File: config.mk
export PLATFORM = sky130hd
export DESIGN_NAME = clause_syntax_checker_core
export DESIGN_NICKNAME = d
export VERILOG_FILES = /design/src/csc_pkg.sv /design/src/csc_in_reg.sv /design/src/csc_grammar.sv /design/src/clause_syntax_checker_core.sv
export SDC_FILE = /design/constraint.sdc
export NUM_CORES = 1
export LEC_CHECK = 0
export ABC_AREA = 1
export BUFFER_PORTS_ARGS = -buffer_cell sky130_fd_sc_hd__clkbuf_2
export CAP_MARGIN = 10
export CORE_MARGIN = 2
export CORE_UTILIZATION = 55
export DETAILED_ROUTE_END_ITERATION = 10
export PLACE_DENSITY = 0.76
export SKIP_CTS_REPAIR_TIMING = 1
export SYNTH_ARGS = -nofsm -noshare
export SYNTH_HDL_FRONTEND = slang
export SYNTH_SLANG_ARGS = --single-unit
File: constraint.sdc
create_clock -name clk -period 4.2 [get_ports clk]
set_input_delay 0.42 -clock clk [delete_from_list [all_inputs] [get_ports clk]]
set_output_delay 0.42 -clock clk [all_outputs]
set_load 0.005 [all_outputs]
File: src/csc_pkg.sv
// csc_pkg: shared types, codes and limits for the clause syntax checker
// used by every module under src; depends on nothing

package csc_pkg;

  localparam int unsigned MAX_DEPTH = 255;
  localparam longint unsigned MAX_TOKENS = 64'd65536;

  localparam int DEPTH_W = 8;
  localparam int FIELD_W = 16;

  localparam logic [DEPTH_W-1:0] DEPTH_LIMIT =
    (MAX_DEPTH > 255) ? 8'd255 : DEPTH_W'(MAX_DEPTH);
  localparam logic [FIELD_W-1:0] COUNT_LIMIT =
    ((MAX_TOKENS - 64'd1) > 64'd65535) ? 16'hFFFF : FIELD_W'(MAX_TOKENS - 64'd1);

  typedef enum logic [2:0] {
    TK_IDENT = 3'd0,
    TK_DOT   = 3'd1,
    TK_NECK  = 3'd2,
    TK_SEMI  = 3'd3,
    TK_COMMA = 3'd4,
    TK_OPEN  = 3'd5,
    TK_CLOSE = 3'd6,
    TK_OTHER = 3'd7
  } kind_t;

  typedef enum logic [1:0] {
    PH_HEAD       = 2'd0,
    PH_AFTER_HEAD = 2'd1,
    PH_TERM       = 2'd2,
    PH_AFTER_TERM = 2'd3
  } phase_t;

  typedef enum logic [1:0] {
    VD_OK       = 2'd0,
    VD_ACCEPTED = 2'd1,
    VD_ERROR    = 2'd2
  } verdict_t;

  typedef struct packed {
    logic [2:0]         kind;
    logic [FIELD_W-1:0] line;
    logic [FIELD_W-1:0] col;
    logic               last;
  } token_t;

  typedef struct packed {
    logic               ok;
    phase_t             phase;
    logic [DEPTH_W-1:0] depth;
  } gram_res_t;

endpackage

File: src/csc_in_reg.sv
// csc_in_reg: input register stage holding one token transaction
// depends on csc_pkg for the token struct

module csc_in_reg (
  input  logic            clk,
  input  logic            rst_n,
  input  logic            in_valid,
  output logic            in_ready,
  input  csc_pkg::token_t tok_in,
  input  logic            take,
  output logic            valid_r,
  output csc_pkg::token_t tok_r
);

  logic valid_nxt;

  assign in_ready  = !valid_r || take;
  assign valid_nxt = in_ready ? in_valid : valid_r;

  always_ff @(posedge clk) begin
    if (!rst_n) begin
      valid_r <= 1'b0;
    end else begin
      valid_r <= valid_nxt;
    end
  end

  always_ff @(posedge clk) begin
    if (in_valid && in_ready) begin
      tok_r <= tok_in;
    end
  end

endmodule

File: src/csc_grammar.sv
// csc_grammar: one-token step of the clause grammar machine
// depends on csc_pkg for phases, token kinds and the depth limit

module csc_grammar (
  input  csc_pkg::phase_t              phase,
  input  logic [csc_pkg::DEPTH_W-1:0]  depth,
  input  logic [2:0]                   kind,
  output csc_pkg::gram_res_t           res
);

  always_comb begin
    res.ok    = 1'b0;
    res.phase = phase;
    res.depth = depth;
    case (phase)
      csc_pkg::PH_HEAD: begin
        if (kind == csc_pkg::TK_IDENT) begin
          res.ok    = 1'b1;
          res.phase = csc_pkg::PH_AFTER_HEAD;
        end
      end
      csc_pkg::PH_AFTER_HEAD: begin
        if (kind == csc_pkg::TK_DOT) begin
          res.ok    = 1'b1;
          res.phase = csc_pkg::PH_HEAD;
        end else if (kind == csc_pkg::TK_NECK) begin
          res.ok    = 1'b1;
          res.phase = csc_pkg::PH_TERM;
        end
      end
      csc_pkg::PH_TERM: begin
        if (kind == csc_pkg::TK_IDENT) begin
          res.ok    = 1'b1;
          res.phase = csc_pkg::PH_AFTER_TERM;
        end else if (kind == csc_pkg::TK_OPEN && depth < csc_pkg::DEPTH_LIMIT) begin
          res.ok    = 1'b1;
          res.depth = depth + 1'b1;
        end
      end
      csc_pkg::PH_AFTER_TERM: begin
        if (kind == csc_pkg::TK_SEMI || kind == csc_pkg::TK_COMMA) begin
          res.ok    = 1'b1;
          res.phase = csc_pkg::PH_TERM;
        end else if (kind == csc_pkg::TK_CLOSE && depth != '0) begin
          res.ok    = 1'b1;
          res.depth = depth - 1'b1;
        end else if (kind == csc_pkg::TK_DOT && depth == '0) begin
          res.ok    = 1'b1;
          res.phase = csc_pkg::PH_HEAD;
        end
      end
      default: begin
        res.ok = 1'b0;
      end
    endcase
  end

endmodule

File: src/clause_syntax_checker_core.sv
// clause_syntax_checker_core: top level of the clause syntax checker
// depends on csc_pkg, csc_in_reg and csc_grammar
// path of a token: input register, grammar step, result register, out_ ports
// throughput: one token per cycle unless out_ready stalls; grammar step combinational
// the input register and result register let a new token enter while a result waits
// reset (rst_n low, synchronous): pipeline empty, phase back to expect head, counters
// and error record cleared; phase, counters and error record clear likewise after every last token

module clause_syntax_checker_core (
  input  logic                         clk,
  input  logic                         rst_n,
  // token channel
  input  logic                         in_valid,
  output logic                         in_ready,
  input  logic [2:0]                   in_token_kind,
  input  logic [csc_pkg::FIELD_W-1:0]  in_token_line,
  input  logic [csc_pkg::FIELD_W-1:0]  in_token_col,
  input  logic                         in_last_token,
  // result channel
  output logic                         out_valid,
  input  logic                         out_ready,
  output logic [1:0]                   out_verdict,
  output logic                         out_error_at_end,
  output logic [csc_pkg::FIELD_W-1:0]  out_error_index,
  output logic [csc_pkg::FIELD_W-1:0]  out_error_line,
  output logic [csc_pkg::FIELD_W-1:0]  out_error_col
);

  // input stage
  csc_pkg::token_t tok_in;
  csc_pkg::token_t tok_r;
  logic            s1_valid_r;
  logic            take;

  assign tok_in = '{kind: in_token_kind, line: in_token_line,
                    col: in_token_col, last: in_last_token};

  csc_in_reg u_in_reg (
    .clk      (clk),
    .rst_n    (rst_n),
    .in_valid (in_valid),
    .in_ready (in_ready),
    .tok_in   (tok_in),
    .take     (take),
    .valid_r  (s1_valid_r),
    .tok_r    (tok_r)
  );

  // checker state
  csc_pkg::phase_t              phase_r, phase_nxt;
  logic [csc_pkg::DEPTH_W-1:0]  depth_r, depth_nxt;
  logic [csc_pkg::FIELD_W-1:0]  count_r, count_nxt;
  logic                         err_r, err_nxt;
  logic                         eof_r, eof_nxt;
  logic [csc_pkg::FIELD_W-1:0]  sidx_r, sidx_nxt;
  logic [csc_pkg::FIELD_W-1:0]  sline_r, sline_nxt;
  logic [csc_pkg::FIELD_W-1:0]  scol_r, scol_nxt;

  // result register
  logic                         out_valid_r, out_valid_nxt;
  logic [1:0]                   verdict_r, verdict_nxt;
  logic                         at_end_r, at_end_nxt;
  logic [csc_pkg::FIELD_W-1:0]  eidx_r, eidx_nxt;
  logic [csc_pkg::FIELD_W-1:0]  eline_r, eline_nxt;
  logic [csc_pkg::FIELD_W-1:0]  ecol_r, ecol_nxt;

  // the result register frees up when empty or being drained this cycle
  assign take = s1_valid_r && (!out_valid_r || out_ready);

  csc_pkg::gram_res_t gres;

  csc_grammar u_grammar (
    .phase (phase_r),
    .depth (depth_r),
    .kind  (tok_r.kind),
    .res   (gres)
  );

  // per-token update of the error record and counters
  always_comb begin
    csc_pkg::phase_t             ph_step;
    logic                        err_step;
    logic                        eof_step;
    logic [csc_pkg::FIELD_W-1:0] idx_step;
    logic [csc_pkg::FIELD_W-1:0] line_step;
    logic [csc_pkg::FIELD_W-1:0] col_step;
    logic [csc_pkg::DEPTH_W-1:0] dep_step;
    logic [csc_pkg::FIELD_W-1:0] cnt_step;

    ph_step   = phase_r;
    dep_step  = depth_r;
    err_step  = err_r;
    eof_step  = eof_r;
    idx_step  = sidx_r;
    line_step = sline_r;
    col_step  = scol_r;

    // grammar only advances until the first error
    if (!err_r) begin
      if (gres.ok) begin
        ph_step  = gres.phase;
        dep_step = gres.depth;
      end else begin
        err_step  = 1'b1;
        eof_step  = 1'b0;
        idx_step  = count_r;
        line_step = tok_r.line;
        col_step  = tok_r.col;
      end
    end

    // saturating token counter
    cnt_step = (count_r < csc_pkg::COUNT_LIMIT) ? count_r + 1'b1 : csc_pkg::COUNT_LIMIT;

    // stream ended inside a clause
    if (tok_r.last && !err_step && ph_step != csc_pkg::PH_HEAD) begin
      err_step  = 1'b1;
      eof_step  = 1'b1;
      idx_step  = cnt_step;
      line_step = '0;
      col_step  = '0;
    end

    // result fields
    if (err_step) begin
      verdict_nxt = csc_pkg::VD_ERROR;
      at_end_nxt  = eof_step;
      eidx_nxt    = idx_step;
      eline_nxt   = line_step;
      ecol_nxt    = col_step;
    end else begin
      verdict_nxt = tok_r.last ? csc_pkg::VD_ACCEPTED : csc_pkg::VD_OK;
      at_end_nxt  = 1'b0;
      eidx_nxt    = '0;
      eline_nxt   = '0;
      ecol_nxt    = '0;
    end

    // next state: hold unless a token is taken; back to reset after the last token
    phase_nxt = phase_r;
    depth_nxt = depth_r;
    count_nxt = count_r;
    err_nxt   = err_r;
    eof_nxt   = eof_r;
    sidx_nxt  = sidx_r;
    sline_nxt = sline_r;
    scol_nxt  = scol_r;
    if (take) begin
      if (tok_r.last) begin
        phase_nxt = csc_pkg::PH_HEAD;
        depth_nxt = '0;
        count_nxt = '0;
        err_nxt   = 1'b0;
        eof_nxt   = 1'b0;
        sidx_nxt  = '0;
        sline_nxt = '0;
        scol_nxt  = '0;
      end else begin
        phase_nxt = ph_step;
        depth_nxt = dep_step;
        count_nxt = cnt_step;
        err_nxt   = err_step;
        eof_nxt   = eof_step;
        sidx_nxt  = idx_step;
        sline_nxt = line_step;
        scol_nxt  = col_step;
      end
    end

    // output valid: set on take, cleared once drained
    if (take) begin
      out_valid_nxt = 1'b1;
    end else if (out_ready) begin
      out_valid_nxt = 1'b0;
    end else begin
      out_valid_nxt = out_valid_r;
    end
  end

  // control state
  always_ff @(posedge clk) begin
    if (!rst_n) begin
      phase_r     <= csc_pkg::PH_HEAD;
      depth_r     <= '0;
      count_r     <= '0;
      err_r       <= 1'b0;
      eof_r       <= 1'b0;
      sidx_r      <= '0;
      sline_r     <= '0;
      scol_r      <= '0;
      out_valid_r <= 1'b0;
    end else begin
      phase_r     <= phase_nxt;
      depth_r     <= depth_nxt;
      count_r     <= count_nxt;
      err_r       <= err_nxt;
      eof_r       <= eof_nxt;
      sidx_r      <= sidx_nxt;
      sline_r     <= sline_nxt;
      scol_r      <= scol_nxt;
      out_valid_r <= out_valid_nxt;
    end
  end

  // result payload, loaded with each taken token
  always_ff @(posedge clk) begin
    if (take) begin
      verdict_r <= verdict_nxt;
      at_end_r  <= at_end_nxt;
      eidx_r    <= eidx_nxt;
      eline_r   <= eline_nxt;
      ecol_r    <= ecol_nxt;
    end
  end

  assign out_valid        = out_valid_r;
  assign out_verdict      = verdict_r;
  assign out_error_at_end = at_end_r;
  assign out_error_index  = eidx_r;
  assign out_error_line   = eline_r;
  assign out_error_col    = ecol_r;

  // nesting counter never passes its bound
  a_depth_bound: assert property (@(posedge clk) disable iff (!rst_n)
    depth_r <= csc_pkg::DEPTH_LIMIT)
    else $error("nesting depth beyond limit");

  // premature end flag only lives inside an error record
  a_eof_needs_err: assert property (@(posedge clk) disable iff (!rst_n)
    eof_r |-> err_r)
    else $error("end flag without error");

  // a last token returns the machine to its reset state
  a_last_resets: assert property (@(posedge clk) disable iff (!rst_n)
    (take && tok_r.last) |=> (phase_r == csc_pkg::PH_HEAD && depth_r == '0 &&
                              count_r == '0 && !err_r))
    else $error("state not cleared after last token");

  // a held result is never overwritten
  a_no_overwrite: assert property (@(posedge clk) disable iff (!rst_n)
    (out_valid_r && !out_ready) |-> !take)
    else $error("result overwritten while stalled");

  // a result without error carries no error position
  a_clean_fields: assert property (@(posedge clk) disable iff (!rst_n)
    (out_valid_r && verdict_r != csc_pkg::VD_ERROR) |->
      (!at_end_r && eidx_r == '0 && eline_r == '0 && ecol_r == '0))
    else $error("error fields set without error");

endmodule

Yosys cells after proc, flatten, opt, wreduce, memory -nomap -nowiden. Cells that the tools add are included.

Muxes and demuxes: 47. $add $sub $neg: 3. Eq/ne operators: 14. Reduce and logical (&&, ||, !) cells: 22. $lt $le $gt $ge: 2.

Operator list (number): $mux 16 (14); $mux 8 (7); $add 16x1->16 const B (1); $lt 16x16->1 const B (1); $pmux 8 s2 (1); $mux 3 (5); $mux 1 (14); $pmux 3 s4 (1); $mux 2 (5); $eq 3x3->1 const B (3); $add 8x1->8 const B (1); $logic_not 8->1 (1); $lt 8x8->1 const B (1); $reduce_and 8->1 (1); $reduce_bool 8->1 (1); $sub 8x1->8 const B (1); $logic_and 1x1->1 (7); $eq 3x2->1 const B (2); $ne 3x2->1 const B (2); $ne 3x3->1 const B (2); $reduce_bool 2->1 (3); $eq 2x2->1 const B (2); $eq 3x1->1 const B (1); $logic_not 1->1 (3); 6 further kinds (8).

Output and inout port bits: 53. Register bits: 165.

Logic depth before layout (Yosys ltp).
Word-level depth: 13. Mapped depth: 16. Gate-level depth less buffers: 14.

Modules after synthesis. From an unflattened synthesis, not the netlist that was laid out.

Cells, all modules: 976. Area, all modules: 7860.0 um2.

By module, submodules not included: clause_syntax_checker_core (times used 1, cells each 767, area each 5866.9 um2, sequential area each 3072.9 um2); csc_in_reg (times used 1, cells each 43, area each 1132.3 um2, sequential area each 1101.1 um2); csc_grammar (times used 1, cells each 166, area each 860.8 um2, sequential area each 0.0 um2).

Least setup slack after synthesis. OpenSTA, ideal clock, no wires.

Kind: input port to flip-flop. Start: input port out_ready. End: register depth_r[6] (netlist bit). Library setup time: 128 ps. Required time: 4072 ps. Slack: 1766 ps. Data arrival time: 2306 ps. Stages on the path: 8. Cells stage by stage: inv_1 > nand2_1 > nand2_1 > inv_1 > nand2_1 > nand2_1 > o21a_1 > nor2_1.

Longest elaborated chain between the ends: 3.

RTL lines: from (decl) (RTL line clause_syntax_checker_core.sv:21) `input logic out_ready,`; $logic_or 1x1->1 (RTL line clause_syntax_checker_core.sv:68) `assign take = s1_valid_r && (!out_valid_r || out_ready);`; $logic_and 1x1->1 (RTL line clause_syntax_checker_core.sv:68); $reduce_and 8->1 (no line); to (signal assigned) (RTL line clause_syntax_checker_core.sv:194) `depth_r <= depth_nxt;`; to (decl) (RTL line clause_syntax_checker_core.sv:51) `logic [csc_pkg::DEPTH_W-1:0] depth_r, depth_nxt;`.

No other way between the ends. A chain may end at the register's enable or synchronous reset.

Final worst setup path.
Start: register u_in_reg.tok_r[34] (netlist name). End: register eidx_r, in the netlist out_error_index[15] (data pin).

Longest elaborated chain between the ends: 12. Elaborated cells between the ends (all ways): 34. Those cells by class: eq/ne (6); mux (19); reduce/logical (9).

RTL lines: $eq 3x1->1 (RTL line csc_grammar.sv:23, csc_grammar.sv:47); $logic_and 1x1->1 (RTL line csc_grammar.sv:47) `end else if (kind == csc_pkg::TK_DOT && depth == '0) begin`; $mux 3 (RTL line csc_grammar.sv:47); $mux 1 (RTL line csc_grammar.sv:44) `end else if (kind == csc_pkg::TK_CLOSE && depth != '0) begin`; $mux 3 (RTL line csc_grammar.sv:41) `if (kind == csc_pkg::TK_SEMI || kind == csc_pkg::TK_COMMA) begin`; $pmux 3 s4 * (RTL line csc_grammar.sv:15) `case (phase)`; $mux 1 (RTL line clause_syntax_checker_core.sv:100) `if (gres.ok) begin`; $mux 1 (RTL line clause_syntax_checker_core.sv:99) `if (!err_r) begin`; $logic_not 1->1 (RTL line clause_syntax_checker_core.sv:116) `if (tok_r.last && !err_step && ph_step != csc_pkg::PH_HEAD) begin`; $logic_and 1x1->1 (2 in series) (RTL line clause_syntax_checker_core.sv:116); $mux 16 / $mux 1 (equally long branches) (RTL line clause_syntax_checker_core.sv:116); to (signal assigned) (RTL line clause_syntax_checker_core.sv:210) `eidx_r <= eidx_nxt;`; to (decl) (RTL line clause_syntax_checker_core.sv:63) `logic [csc_pkg::FIELD_W-1:0] eidx_r, eidx_nxt;`.

Every way passes the cells marked *; elsewhere a longest branch is shown, timed or not.

==> impl_metrics.prom <==
# TYPE chip_impl_metric gauge
chip_impl_metric{name="critical_path.max_fanout",unit=""} 58
chip_impl_metric{name="asyncSetResetFlopFracSynth",unit=""} 0
chip_impl_info{name="hold_path_class",value="primary input to flip-flop"} 1
chip_impl_metric{name="grt_first_pass_wirelength",unit="mm"} 26.9
chip_impl_info{name="critical_path.cell_chain",value="nor2_1 > inv_2 > nand2_1 > nand2_1 > nand3_1 > nand2_1 > nand2_1 > nand2_1 > nand2_1 > nand2_2 > nand2_4 > nand2_1 > inv_2 > nor2_1"} 1
chip_impl_metric{name="initial_standard_cell_utilization_of_the_core",unit=""} 0.559
chip_impl_info{name="cts_tree",value="yes"} 1
chip_impl_metric{name="syn_area_per_cell",unit="um^2"} 8.40
chip_impl_info{name="rsz0062_at_grt",value="no"} 1
chip_impl_metric{name="worst_setup_hold_path_clk_slew",unit="ns"} 0.07
chip_impl_metric{name="floorplan.die_area",unit="um^2"} 14900
chip_impl_metric{name="share_of_final_layout_standard_cells_stronger_than_drive_strength_1",unit=""} 0.188
chip_impl_metric{name="drt-initial-drc-count",unit=""} 575
chip_impl_metric{name="final.setup_skew",unit="ns"} 0.00969
chip_impl_metric{name="max-clock-path-buffers",unit=""} 2
chip_impl_metric{name="drt_pre_antenna_iters",unit=""} 5
chip_impl_metric{name="post_synthesis_instance_area",unit="um^2"} 7690
chip_impl_metric{name="totalNegativeSetupSlack",unit="ns"} 0
chip_impl_metric{name="via_per_inst",unit=""} 5.36
chip_impl_metric{name="first_global_vias",unit=""} 5645
chip_impl_info{name="ys.flop_type",value="sky130_fd_sc_hd__edfxtp_1"} 1
chip_impl_metric{name="post_synth_num_cell_types",unit=""} 36
chip_impl_info{name="slowest_stage",value="sky130_fd_sc_hd__nand2_4"} 1
chip_impl_info{name="crit_path_start_kind",value="flip-flop"} 1
chip_impl_metric{name="clock_latency_on_the_worst_skew_pair",unit="ns"} 0.43
chip_impl_metric{name="synth.top_cell.area_share",unit=""} 0.340
chip_impl_metric{name="slowest_delay",unit="ns"} 0.62
chip_impl_metric{name="drc_violations",unit=""} 0
chip_impl_metric{name="max_cap_viol_count",unit=""} 0
chip_impl_metric{name="achievable-frequency",unit="MHz"} 352
chip_impl_metric{name="met2_use_gr",unit=""} 0.378
chip_impl_info{name="synth_commonest_cells",value="291 x sky130_fd_sc_hd__nand2_1, 87 x sky130_fd_sc_hd__edfxtp_1, 87 x sky130_fd_sc_hd__nor2_1"} 1
chip_impl_metric{name="post_detailed_placement_half_perimeter_wirelength",unit="mm"} 10.1
chip_impl_metric{name="finalHoldViolations",unit=""} 0
chip_impl_metric{name="core_area",unit="um^2"} 13800
chip_impl_metric{name="report.final.setup_viol",unit=""} 0
chip_impl_info{name="critical_path.most_common_cell",value="sky130_fd_sc_hd__nand2_1"} 1
chip_impl_info{name="synth_largest_area_cell",value="sky130_fd_sc_hd__edfxtp_1"} 1
chip_impl_info{name="global_route.peak_usage_layer",value="met2"} 1
chip_impl_metric{name="final-max-slew-violation-count",unit=""} 0
chip_impl_metric{name="ys_ff_latch",unit=""} 165
chip_impl_metric{name="vdd.ir_drop.worst",unit="uV"} 364
chip_impl_metric{name="period_share",unit=""} 0.676
chip_impl_metric{name="clock-sinks",unit=""} 165
chip_impl_info{name="element_type_at_the_critical_path_end",value="flip-flop"} 1
chip_impl_info{name="setup.worst_path.class",value="flip-flop to flip-flop"} 1
chip_impl_metric{name="antenna_found_initial",unit=""} 0
chip_impl_info{name="critPathTopFamily",value="simple AND/OR/NAND/NOR gates"} 1
chip_impl_metric{name="synth_cells",unit=""} 916
chip_impl_metric{name="layout-area-overhead-vs-synth",unit="%"} 14.4
chip_impl_metric{name="drt-wirelength-per-cell",unit="um"} 14.1
chip_impl_metric{name="io_pins",unit=""} 93
chip_impl_metric{name="floorplan.die.width",unit="um"} 122
chip_impl_info{name="cell_with_the_most_instances_after_synthesis",value="sky130_fd_sc_hd__nand2_1"} 1
chip_impl_metric{name="fin_crit",unit="ns"} 2.84
chip_impl_metric{name="ctsHtreeMaxLevel",unit=""} 4
chip_impl_metric{name="p_per_area",unit="nW/um^2"} 421
chip_impl_metric{name="power.static_leakage",unit="nW"} 3.56
chip_impl_metric{name="yosysSeqAreaShare",unit=""} 0.543
chip_impl_info{name="outcome",value="complete, no violations"} 1
chip_impl_metric{name="rows",unit=""} 43
chip_impl_metric{name="yosys_warnings",unit=""} 0
chip_impl_metric{name="number_of_enable_type_register_cells_in_the_synthesized_netlist",unit=""} 87
chip_impl_metric{name="worst-path-buf-inv",unit=""} 2
chip_impl_metric{name="globalRoute.totalOverflow",unit=""} 0
chip_impl_metric{name="via_count",unit=""} 6303
chip_impl_metric{name="transition_time_at_the_pin_with_the_least_slew_margin",unit="ns"} 1.09
chip_impl_metric{name="dp_slack",unit="ns"} 1.35
chip_impl_metric{name="met3_usage",unit=""} 0.0525
chip_impl_metric{name="drt_wl_total",unit="mm"} 16.5
chip_impl_metric{name="arrival",unit="ns"} 3.01
chip_impl_metric{name="antenna_cells",unit=""} 0
chip_impl_metric{name="port_buffers",unit=""} 92
chip_impl_metric{name="max-slew-margin-rel",unit=""} 0.275
chip_impl_info{name="synthTopCellsByArea",value="sky130_fd_sc_hd__edfxtp_1 34%, sky130_fd_sc_hd__dfxtp_1 20%, sky130_fd_sc_hd__nand2_1 14%"} 1
chip_impl_metric{name="synth_nets",unit=""} 964
chip_impl_metric{name="nets_finish",unit=""} 1032
chip_impl_metric{name="critPathRequiredTime",unit="ns"} 4.37
chip_impl_metric{name="grtUsageTotal",unit=""} 0.229
chip_impl_metric{name="placer_congestion",unit=""} 0.880
chip_impl_metric{name="met1_usage",unit=""} 0.297
chip_impl_info{name="ctsRootBufferMaster",value="sky130_fd_sc_hd__clkbuf_16"} 1
chip_impl_metric{name="route.antenna.remaining_nets",unit=""} 0
chip_impl_metric{name="grt_start_max_net_pins",unit=""} 69
chip_impl_metric{name="cts_inserted_buffers",unit=""} 17
chip_impl_metric{name="postLayoutSetupSlackWorst",unit="ns"} 1.36
chip_impl_metric{name="die_h",unit="um"} 122
[final timing paths]
path | startpoint | end | slack (ns) | cells past startpoint
setup reg to reg | u_in_reg.tok_r[34]$_DFFE_PP_ | out_error_index[15]$_SDFFCE_PN0P_ | 1.36 | 14
setup / recovery | u_in_reg.tok_r[34]$_DFFE_PP_ | out_error_index[15]$_SDFFCE_PN0P_ | 1.36 | 14
hold / removal | in_token_line[0] | u_in_reg.tok_r[17]$_DFFE_PP_ | 0.16 | 1
hold reg to reg | sidx_r[14]$_SDFFE_PN0P_ | sidx_r[14]$_SDFFE_PN0P_ | 0.46 | 2
[report_power, final]
part	internal, mW	leakage, nW	total (mW)	switching (mW)
clock	0.949	0.290	1.58	0.634
combinational	0.0996	1.81	0.316	0.217
sequential	1.78	1.47	1.80	0.0253
[cells by family after synthesis]
family	synth area share
compound gates	0.0906
xor+xnor	0.0171
flops	0.543
fa+ha+maj	0.0140
buf+inv	0.0574
simple gates	0.278
[cell type report]
class                   count  area [um^2]
clock buffers              19          443
multi-input cells         651         3110
repair buffers            100          520
clock inverters            12          151
inverters                  49          184
well taps                 180          225
flip-flops and latches    165         4170
fillers                  1175         4970
[worst reg2reg max path, stage by stage, from the launching register on]
cell and delay (ns):
sky130_fd_sc_hd__edfxtp_1 0.45, sky130_fd_sc_hd__nor2_1 0.19, sky130_fd_sc_hd__inv_2 0.06, sky130_fd_sc_hd__nand2_1 0.06
sky130_fd_sc_hd__nand2_1 0.07, sky130_fd_sc_hd__nand3_1 0.08, sky130_fd_sc_hd__nand2_1 0.05, sky130_fd_sc_hd__nand2_1 0.05
sky130_fd_sc_hd__nand2_1 0.06, sky130_fd_sc_hd__nand2_1 0.08, sky130_fd_sc_hd__nand2_2 0.23, sky130_fd_sc_hd__nand2_4 0.62
sky130_fd_sc_hd__nand2_1 0.21, sky130_fd_sc_hd__inv_2 0.28, sky130_fd_sc_hd__nor2_1 0.10
[metal layers]
layer	wire, um	part of all wire
met1	7300	0.44
met2	8050	0.49
met3	935	0.057
met4	259	0.016
met5	0	0
[state kept, by name, summed over array words and instances (netlist names), 2 cells and up]
name,cells
count_r,16
depth_r,8
out_error_col,16
out_error_index,16
out_error_line,16
out_verdict,2
phase_r,2
scol_r,16
sidx_r,16
sline_r,16
u_in_reg.tok_r,36
[through the flow]
step	instance area [um^2]	power (mW)	hold WS (ns)	utilization	instances
2_1_floorplan	7690	2.05	0.445	-	916
6_report	8800	3.70	0.163	0.639	1176
3_5_place_dp	8210	2.16	0.455	0.596	1145
3_3_place_gp	8210	2.15	0.452	0.596	1145
5_1_grt	8800	3.83	0.148	0.639	1176
4_1_cts	8800	3.72	0.151	0.639	1176
[layout by cell type, fill, tap and decap left out, types with 8 or more instances in the layout]
cell type | netlist | layout
sky130_fd_sc_hd__nand2_1 | 291 | 290
sky130_fd_sc_hd__clkbuf_2 | 0 | 92
sky130_fd_sc_hd__edfxtp_1 | 87 | 87
sky130_fd_sc_hd__nor2_1 | 87 | 86
sky130_fd_sc_hd__dfxtp_1 | 78 | 78
sky130_fd_sc_hd__nand3_1 | 74 | 73
sky130_fd_sc_hd__a21oi_1 | 72 | 72
sky130_fd_sc_hd__inv_1 | 43 | 42
sky130_fd_sc_hd__o21ai_0 | 28 | 28
sky130_fd_sc_hd__nand2_2 | 17 | 17
sky130_fd_sc_hd__clkbuf_16 | 0 | 17
sky130_fd_sc_hd__nand3_2 | 10 | 11
sky130_fd_sc_hd__o21ai_1 | 10 | 10
sky130_fd_sc_hd__xor2_1 | 10 | 10
sky130_fd_sc_hd__a21oi_2 | 10 | 10
sky130_fd_sc_hd__nor3_1 | 9 | 9
sky130_fd_sc_hd__buf_4 | 6 | 8
No activity file was read; power rests on OpenSTA's default activity.
